**config.mk**
```make
export PLATFORM = sky130hd
export DESIGN_NAME = zero_crossing_interpolator_top
export DESIGN_NICKNAME = d
export VERILOG_FILES = /design/src/rtl/core/zci_pkg.sv /design/src/rtl/core/zci_div.sv /design/src/rtl/core/zci_mul.sv /design/src/rtl/core/zero_crossing_interpolator_top.sv
export VERILOG_INCLUDE_DIRS = /design/src /design/src/rtl/core
export SDC_FILE = /design/constraint.sdc
export NUM_CORES = 1
export LEC_CHECK = 0
export ABC_CLOCK_PERIOD_IN_PS = 7100
export BUFFER_PORTS_ARGS = -buffer_cell sky130_fd_sc_hd__buf_2
export CORE_ASPECT_RATIO = 1.5
export CORE_UTILIZATION = 57
export DETAILED_ROUTE_END_ITERATION = 7
export PLACE_DENSITY = 0.75
export SLEW_MARGIN = 25
export SYNTH_ARGS = -nofsm -noshare
export SYNTH_HDL_FRONTEND = slang
export SYNTH_HIERARCHICAL = 1
export SYNTH_SLANG_ARGS = --single-unit
```
**constraint.sdc**
```tcl
create_clock -name clk -period 7.1 [get_ports clk]
set_input_delay 0.355 -clock clk [delete_from_list [all_inputs] [get_ports clk]]
set_output_delay 0.355 -clock clk [all_outputs]
set_load 0.01 [all_outputs]
```
**src/rtl/core/assert_macros.svh**
```systemverilog
// Assertion helpers for the RTL.
// Each macro expects signals named clk and rst_n in the enclosing module.
`ifndef ASSERT_MACROS_SVH
`define ASSERT_MACROS_SVH

// Same-cycle implication, checked out of reset.
`define ZCI_ASSERT_IMP(lbl, pre, post) \
  lbl: assert property (@(posedge clk) disable iff (!rst_n) (pre) |-> (post)) \
    else $error("same-cycle implication failed");

// Next-cycle implication, checked out of reset.
`define ZCI_ASSERT_NXT(lbl, pre, post) \
  lbl: assert property (@(posedge clk) disable iff (!rst_n) (pre) |=> (post)) \
    else $error("next-cycle implication failed");

`endif

```
**src/rtl/core/zci_pkg.sv**
```systemverilog
package zci_pkg;

  localparam int KEY_W  = 32;
  localparam int IDX_W  = 16;
  localparam int FRAC_W = 32;
  localparam int MAG_W  = KEY_W + 1;
  localparam int CNT_W  = $clog2(FRAC_W);

  // Sample index stops at min(MAX_SAMPLES - 1, 2^IDX_W - 1)
  localparam longint MAX_SAMPLES = 64'd65536;
  localparam longint IDX_MAX     = (64'd1 << IDX_W) - 64'd1;
  localparam logic [IDX_W-1:0] IDX_LIMIT =
    (MAX_SAMPLES - 64'd1 > IDX_MAX) ? IDX_W'(IDX_MAX) : IDX_W'(MAX_SAMPLES - 64'd1);

  typedef struct packed {
    logic              done;
    logic [FRAC_W-1:0] quot;
  } div_res_t;

  typedef struct packed {
    logic             done;
    logic [MAG_W-1:0] step_x;
    logic [MAG_W-1:0] step_y;
  } mul_res_t;

endpackage

```
**src/rtl/core/zci_div.sv**
```systemverilog
// Restoring radix-2 fraction divider: quot = floor(num * 2^FRAC_W / den),
// one quotient bit per cycle, MSB first. Requires num < den.
module zci_div (
  input  logic                       clk,
  input  logic                       rst_n,
  input  logic                       start,
  input  logic [zci_pkg::FRAC_W-1:0] num,
  input  logic [zci_pkg::MAG_W-1:0]  den,
  output zci_pkg::div_res_t          res
);
  import zci_pkg::*;

  logic [MAG_W:0]    rem_r, rem_nxt;
  logic [FRAC_W-1:0] quot_r, quot_nxt;
  logic [CNT_W-1:0]  cnt_r, cnt_nxt;
  logic              busy_r, busy_nxt;
  logic              done_r, done_nxt;
  logic [MAG_W:0]    rem_sh;
  logic [MAG_W+1:0]  diff;
  logic              fits;

  // Trial subtract of the doubled remainder
  assign rem_sh = {rem_r[MAG_W-1:0], 1'b0};
  assign diff   = {1'b0, rem_sh} - {2'b00, den};
  assign fits   = !diff[MAG_W+1];

  always_comb begin
    rem_nxt  = rem_r;
    quot_nxt = quot_r;
    cnt_nxt  = cnt_r;
    busy_nxt = busy_r;
    done_nxt = 1'b0;
    if (start) begin
      rem_nxt  = {2'b00, num};
      quot_nxt = '0;
      cnt_nxt  = '0;
      busy_nxt = 1'b1;
    end else if (busy_r) begin
      rem_nxt  = fits ? diff[MAG_W:0] : rem_sh;
      quot_nxt = {quot_r[FRAC_W-2:0], fits};
      cnt_nxt  = cnt_r + 1'b1;
      if (cnt_r == CNT_W'(FRAC_W - 1)) begin
        busy_nxt = 1'b0;
        done_nxt = 1'b1;
      end
    end
  end

  // Advance control under reset, data free-running
  always_ff @(posedge clk) begin
    if (!rst_n) begin
      busy_r <= 1'b0;
      done_r <= 1'b0;
      cnt_r  <= '0;
    end else begin
      busy_r <= busy_nxt;
      done_r <= done_nxt;
      cnt_r  <= cnt_nxt;
    end
  end

  always_ff @(posedge clk) begin
    rem_r  <= rem_nxt;
    quot_r <= quot_nxt;
  end

  assign res.done = done_r;
  assign res.quot = quot_r;

endmodule

```
**src/rtl/core/zci_mul.sv**
```systemverilog
// Two-lane shift-add multiplier: step = round(mag * frac / 2^FRAC_W),
// one multiplier bit per cycle, LSB first, then a rounding step.
module zci_mul (
  input  logic                       clk,
  input  logic                       rst_n,
  input  logic                       start,
  input  logic [zci_pkg::FRAC_W-1:0] frac,
  input  logic [zci_pkg::MAG_W-1:0]  mag_x,
  input  logic [zci_pkg::MAG_W-1:0]  mag_y,
  output zci_pkg::mul_res_t          res
);
  import zci_pkg::*;

  logic [MAG_W-1:0]  accx_r, accx_nxt, accy_r, accy_nxt;
  logic [FRAC_W-1:0] lowx_r, lowx_nxt, lowy_r, lowy_nxt;
  logic [FRAC_W-1:0] fsr_r, fsr_nxt;
  logic [MAG_W-1:0]  stepx_r, stepx_nxt, stepy_r, stepy_nxt;
  logic [CNT_W-1:0]  cnt_r, cnt_nxt;
  logic              busy_r, busy_nxt;
  logic              rnd_r, rnd_nxt;
  logic              done_r, done_nxt;
  logic [MAG_W:0]    sumx, sumy;

  // Add the multiplicand when the current multiplier bit is set
  assign sumx = {1'b0, accx_r} + (fsr_r[0] ? {1'b0, mag_x} : '0);
  assign sumy = {1'b0, accy_r} + (fsr_r[0] ? {1'b0, mag_y} : '0);

  always_comb begin
    accx_nxt  = accx_r;
    accy_nxt  = accy_r;
    lowx_nxt  = lowx_r;
    lowy_nxt  = lowy_r;
    fsr_nxt   = fsr_r;
    stepx_nxt = stepx_r;
    stepy_nxt = stepy_r;
    cnt_nxt   = cnt_r;
    busy_nxt  = busy_r;
    rnd_nxt   = 1'b0;
    done_nxt  = 1'b0;
    if (start) begin
      accx_nxt = '0;
      accy_nxt = '0;
      fsr_nxt  = frac;
      cnt_nxt  = '0;
      busy_nxt = 1'b1;
    end else if (busy_r) begin
      // Shift the partial product right by one bit
      accx_nxt = sumx[MAG_W:1];
      accy_nxt = sumy[MAG_W:1];
      lowx_nxt = {sumx[0], lowx_r[FRAC_W-1:1]};
      lowy_nxt = {sumy[0], lowy_r[FRAC_W-1:1]};
      fsr_nxt  = {1'b0, fsr_r[FRAC_W-1:1]};
      cnt_nxt  = cnt_r + 1'b1;
      if (cnt_r == CNT_W'(FRAC_W - 1)) begin
        busy_nxt = 1'b0;
        rnd_nxt  = 1'b1;
      end
    end else if (rnd_r) begin
      // Round half up on the top dropped bit
      stepx_nxt = accx_r + MAG_W'(lowx_r[FRAC_W-1]);
      stepy_nxt = accy_r + MAG_W'(lowy_r[FRAC_W-1]);
      done_nxt  = 1'b1;
    end
  end

  always_ff @(posedge clk) begin
    if (!rst_n) begin
      busy_r <= 1'b0;
      rnd_r  <= 1'b0;
      done_r <= 1'b0;
      cnt_r  <= '0;
    end else begin
      busy_r <= busy_nxt;
      rnd_r  <= rnd_nxt;
      done_r <= done_nxt;
      cnt_r  <= cnt_nxt;
    end
  end

  always_ff @(posedge clk) begin
    accx_r  <= accx_nxt;
    accy_r  <= accy_nxt;
    lowx_r  <= lowx_nxt;
    lowy_r  <= lowy_nxt;
    fsr_r   <= fsr_nxt;
    stepx_r <= stepx_nxt;
    stepy_r <= stepy_nxt;
  end

  assign res.done   = done_r;
  assign res.step_x = stepx_r;
  assign res.step_y = stepy_r;

endmodule

```
**src/rtl/core/zero_crossing_interpolator_top.sv**
```systemverilog
// Zero-crossing interpolator.
// Input channel (in_valid/in_ready): one sample word per transfer, a signed
// Q15.16 key and value plus series_start, which begins a new series.
// Output channel (out_valid/out_ready): one word per crossing, holding the
// interpolated key, the residual value of the line at that key and the
// index of the left sample within its series.
// A sample that forms no crossing is absorbed in the cycle it is accepted;
// in_ready stays high, so such samples stream at one per cycle.
// A sample that forms a crossing goes through a setup state, 32 divider
// steps, the start of the two-lane shift-add multiplier, 32 multiplier steps,
// a rounding step, the move to the output state and the load of the output
// register before its output word is presented.
// in_ready stays low until that load, so the next sample after a crossing is
// accepted only once the state has returned to idle after the load.
// Reset (rst_n low, synchronous) drops the held sample, zeroes the index and
// empties the output register.
// When the receiver stalls, the output word holds; new samples are still
// taken while it waits, and a further crossing waits after its arithmetic
// until the output register frees.
module zero_crossing_interpolator_top (
  input  logic                             clk,
  input  logic                             rst_n,
  input  logic                             in_valid,
  output logic                             in_ready,
  input  logic signed [zci_pkg::KEY_W-1:0] in_sample_key,
  input  logic signed [zci_pkg::KEY_W-1:0] in_sample_value,
  input  logic                             in_series_start,
  output logic                             out_valid,
  input  logic                             out_ready,
  output logic signed [zci_pkg::KEY_W-1:0] out_crossing_key,
  output logic signed [zci_pkg::KEY_W-1:0] out_crossing_residual,
  output logic        [zci_pkg::IDX_W-1:0] out_left_index
);
  import zci_pkg::*;

  `include "assert_macros.svh"

  localparam logic [2:0] S_IDLE  = 3'd0;
  localparam logic [2:0] S_SETUP = 3'd1;
  localparam logic [2:0] S_DIV   = 3'd2;
  localparam logic [2:0] S_MUL   = 3'd3;
  localparam logic [2:0] S_OUT   = 3'd4;

  logic [2:0]       state_r, state_nxt;
  logic [KEY_W-1:0] prev_key_r, prev_val_r, prev_mag_r;
  logic             have_prev_r;
  logic [IDX_W-1:0] cnt_r, cnt_nxt;
  logic [KEY_W-1:0] x1_r, y1_r, a_r;
  logic [IDX_W-1:0] idx_r;
  logic             dxneg_r, dyneg_r;
  logic [MAG_W-1:0] magx_r, den_r;
  logic             out_valid_r, out_valid_nxt;
  logic [KEY_W-1:0] out_key_r, out_res_r;
  logic [IDX_W-1:0] out_idx_r;

  logic             accept, crossing, load;
  logic [KEY_W-1:0] in_mag;
  logic [MAG_W-1:0] dx_fwd, dx_back;
  logic             div_start, mul_start;
  div_res_t         div_res;
  mul_res_t         mul_res;
  logic [MAG_W:0]   key_sum, res_sum;

  assign in_ready = (state_r == S_IDLE);
  assign accept   = in_valid && in_ready;

  // Strictly opposite signs with the held sample; zero never counts
  assign crossing = !in_series_start && have_prev_r &&
                    ((prev_val_r[KEY_W-1] && !in_sample_value[KEY_W-1] &&
                      (in_sample_value != '0)) ||
                     (!prev_val_r[KEY_W-1] && (prev_val_r != '0) &&
                      in_sample_value[KEY_W-1]));

  assign in_mag = in_sample_value[KEY_W-1] ? (~in_sample_value + 1'b1) : in_sample_value;

  // Saturating sample index
  always_comb begin
    cnt_nxt = cnt_r;
    if (accept) begin
      if (in_series_start || !have_prev_r) begin
        cnt_nxt = '0;
      end else if (cnt_r < IDX_LIMIT) begin
        cnt_nxt = cnt_r + 1'b1;
      end
    end
  end

  // Key difference both ways; pick the nonnegative one in setup
  assign dx_fwd  = {prev_key_r[KEY_W-1], prev_key_r} - {x1_r[KEY_W-1], x1_r};
  assign dx_back = {x1_r[KEY_W-1], x1_r} - {prev_key_r[KEY_W-1], prev_key_r};

  assign div_start = (state_r == S_SETUP);
  assign mul_start = (state_r == S_DIV) && div_res.done;
  assign load      = (state_r == S_OUT) && (!out_valid_r || out_ready);

  // Final interpolation adds: base +/- rounded step
  assign key_sum = dxneg_r ? ({{2{x1_r[KEY_W-1]}}, x1_r} - {1'b0, mul_res.step_x})
                           : ({{2{x1_r[KEY_W-1]}}, x1_r} + {1'b0, mul_res.step_x});
  assign res_sum = dyneg_r ? ({{2{y1_r[KEY_W-1]}}, y1_r} - {1'b0, mul_res.step_y})
                           : ({{2{y1_r[KEY_W-1]}}, y1_r} + {1'b0, mul_res.step_y});

  always_comb begin
    state_nxt = state_r;
    case (state_r)
      S_IDLE:  if (accept && crossing) state_nxt = S_SETUP;
      S_SETUP: state_nxt = S_DIV;
      S_DIV:   if (div_res.done) state_nxt = S_MUL;
      S_MUL:   if (mul_res.done) state_nxt = S_OUT;
      S_OUT:   if (load) state_nxt = S_IDLE;
      default: state_nxt = S_IDLE;
    endcase
  end

  always_comb begin
    out_valid_nxt = out_valid_r;
    if (load) begin
      out_valid_nxt = 1'b1;
    end else if (out_ready) begin
      out_valid_nxt = 1'b0;
    end
  end

  // Control registers
  always_ff @(posedge clk) begin
    if (!rst_n) begin
      state_r     <= S_IDLE;
      have_prev_r <= 1'b0;
      cnt_r       <= '0;
      out_valid_r <= 1'b0;
      prev_key_r  <= '0;
      prev_val_r  <= '0;
      prev_mag_r  <= '0;
    end else begin
      state_r     <= state_nxt;
      cnt_r       <= cnt_nxt;
      out_valid_r <= out_valid_nxt;
      if (accept) begin
        have_prev_r <= 1'b1;
        prev_key_r  <= in_sample_key;
        prev_val_r  <= in_sample_value;
        prev_mag_r  <= in_mag;
      end
    end
  end

  // Capture the left sample and operands of a crossing, and load the output register
  always_ff @(posedge clk) begin
    if (accept) begin
      x1_r    <= prev_key_r;
      y1_r    <= prev_val_r;
      a_r     <= prev_mag_r;
      idx_r   <= cnt_r;
      dyneg_r <= in_sample_value[KEY_W-1];
    end
    if (state_r == S_SETUP) begin
      den_r   <= {1'b0, a_r} + {1'b0, prev_mag_r};
      dxneg_r <= dx_fwd[MAG_W-1];
      magx_r  <= dx_fwd[MAG_W-1] ? dx_back : dx_fwd;
    end
    if (load) begin
      out_key_r <= key_sum[KEY_W-1:0];
      out_res_r <= res_sum[KEY_W-1:0];
      out_idx_r <= idx_r;
    end
  end

  zci_div u_div (
    .clk   (clk),
    .rst_n (rst_n),
    .start (div_start),
    .num   (a_r),
    .den   ({1'b0, a_r} + {1'b0, prev_mag_r}),
    .res   (div_res)
  );

  zci_mul u_mul (
    .clk   (clk),
    .rst_n (rst_n),
    .start (mul_start),
    .frac  (div_res.quot),
    .mag_x (magx_r),
    .mag_y (den_r),
    .res   (mul_res)
  );

  assign out_valid             = out_valid_r;
  assign out_crossing_key      = out_key_r;
  assign out_crossing_residual = out_res_r;
  assign out_left_index        = out_idx_r;

  `ZCI_ASSERT_IMP(a_div_done_in_div, div_res.done, state_r == S_DIV)
  `ZCI_ASSERT_IMP(a_mul_done_in_mul, mul_res.done, state_r == S_MUL)
  `ZCI_ASSERT_NXT(a_cross_to_setup, accept && crossing, state_r == S_SETUP)
  `ZCI_ASSERT_NXT(a_plain_stays_idle, accept && !crossing, state_r == S_IDLE)

endmodule
```
==> impl_results.md <==
* Vias per cell at 5.87
* Routed Antenna Nets at 0
* Setup violators final at 0
* Antenna diodes at 0
* Largest net degree at the start of global routing at 141
* Final cell utilization of the core at 63.9%
* Die Height at 317 µm
* Worst VDD drop at 0.234 mV
* Clock-pin slew on the worst setup and hold paths at 0.07 ns
* Initial Util at 57.6%
* Num Clock Sinks at 619
* Cts hold-fix bufs at 56
* Site row count at 115
* Total Routed Length at 95.6 mm
* Die W at 212 µm
* Placed cells at 4793
* Startpoint Class: register
* Postcts setup bufs at 0
* Critical path peak fanout at 18
* Mapped Avg Cell Area at 9.73 µm²
* Post-Syn Nets at 4227
* Setup TNS at 0 ns
* DP HPWL at 70.1 mm
* Number of buffers inserted by port buffering at 150
* TritonRoute pass-1 iters at 6
* Max Root-Sink Buffers at 3
* Worst path top cell family by delay: compound AO/OA/AOI/OAI gates
* CTS tree: built
* Core outline area at 65600 µm²
* Clock Skews at 0.0205 ns
* Rel. slew slack at 34.3%
* Final hold violation count at 0
* Total grt overflow at 0
* Synth Instances at 3882
* Cts repair resizes at 0
* Status: finished clean
* PD cells at 228 nW/µm²
* Worst hold path class: in -> reg
* Clock Latency Late Sink at 0.67 ns
* Final Critical Period at 6.01 ns
* Synthesis-to-layout area growth at 11.0%
* Yosys warns at 6
* Required time worst endpoint at 7.51 ns
* Initial antenna violation count at 1
* Average wire per cell in the routed design at 19.2 µm
* Pre-CTS setup slack at 1.06 ns
* WHS at 0.0207 ns
* Max_cap viols at 0
* Nets at 4382
* Final Cycle Share at 84.6%
* Crit path kind: reg -> reg
* Crit path max-delay cell type: a221oi_1
* Vias in the first global route at 29400
* Fin. max-slew vios at 0
* Fraction of final layout cells sized beyond drive strength 1 at 9.05%
* Reg2reg setup slack at 1.09 ns
* First-pass GRT wire length at 152 mm
* H-tree depth at 2
* Worst-Margin Slew at 0.985 ns
* Die Footprint at 67300 µm²
* Setup crit end kind: register
* Vias at 29100
* Critical-path cell list: ha_1 -> a21o_1 -> a21o_1 -> a21o_1 -> a221o_1 -> or3_1 -> o211ai_1 -> nand3_1 -> a221oi_1 -> mux2i_1 -> o2111ai_1 -> inv_1 -> ha_1 -> and2_1 -> a21oi_2 -> a211oi_2 -> or3_4 -> o21ai_4 -> buf_4 -> nor2_1 -> a221o_1
* GRT Overall Usage at 28.7%
* DRT iter0 DRCs at 1809
* Post-Syn Area at 37800 µm²
* RSZ-0062 raised after global routing: false
* Leak Pwr at 17.2 nW
* GP Congestion at 0.931
* CP peak stage delay at 0.64 ns
* CP most frequent cell: a21o_1
* DR DRC count at 0
* Peak Freq at 166 MHz
* Clock Tree Root: clkbuf_16
* Layout Cells excl Fill at 4967
* Ports at 151
* Crit path DAT at 6.41 ns
* Crit path buffers/inverters at 2
* Final worst slack at 1.09 ns
* CTS Buf Count at 61
==> cell type report <==
type                            instances  area [µm²]
Clock buffer                           75        1610
Clock inverter                         41         465
Fill cell                            5450       23700
Inverter                              184         698
Multi-Input combinational cell       2938       20200
Sequential cell                       619       16300
Tap cell                              877        1100
Timing Repair Buffer                  233        1540
==> per-layer routing <==
metal / track usage (%) / up-vias / wire length [µm]
met5: 0 / - / 9
met4: 18.7 / 2 / 6650
met3: 3.22 / 282 / 3130
met2: 52.6 / 672 / 48600
met1: 31.1 / 13800 / 37100
li1: - / 14300 / -
==> state kept, by name (all words and copies together), names as in the netlist, 33 cells and up <==
register,count
den_r,33
u_mul/accy_r,33
u_mul/accx_r,33
u_div/rem_r,33
magx_r,33
==> path summary, 6_finish.rpt <==
path                       startpoint                 end  cells past startpoint
setup reg to reg              a_r[13]     u_div/rem_r[23]                     21
hold reg to reg             idx_r[12]  out_left_index[12]                      0
hold / removal    in_sample_value[28]      prev_val_r[28]                      3
setup / recovery              a_r[13]     u_div/rem_r[23]                     21
==> cell usage in the layout (no fill, tap or decap), drive strengths merged, types with 71 or more instances in the layout <==
| cell type | instances |
|---|---|
| xor2 | 133 |
| dfxtp | 230 |
| ha | 268 |
| inv | 186 |
| clkbuf | 75 |
| edfxtp | 389 |
| nor2 | 305 |
| a21o | 157 |
| a21oi | 268 |
| nand2 | 415 |
| xnor2 | 216 |
| o21ai | 172 |
| nand3 | 71 |
| buf | 176 |
| a21boi | 76 |
| and2 | 89 |
==> worst register-to-register path: cells and delay by family (launching register included) <==
family	cells	cell delay, ns
AOI/OAI and AO/OA	11	3.02
adders and majority gates	2	0.63
buffers and inverters	2	0.36
DFF	1	0.39
muxes	1	0.27
and+or+nand+nor	5	1.06
==> through the flow <==
stage	power (mW)	cell area [µm²]
detailed placement	6.18	39300
finish	9.55	41900
floorplan	5.67	37800
global route	9.94	41900
global placement	6.15	39300
CTS	9.59	41900
==> where the power goes <==
group,internal (mW),switching (mW)
Combinational,0.833,1.21
Sequential,4.02,0.0992
Clock,1.91,1.48
No activity file was read; power rests on OpenSTA's default activity.
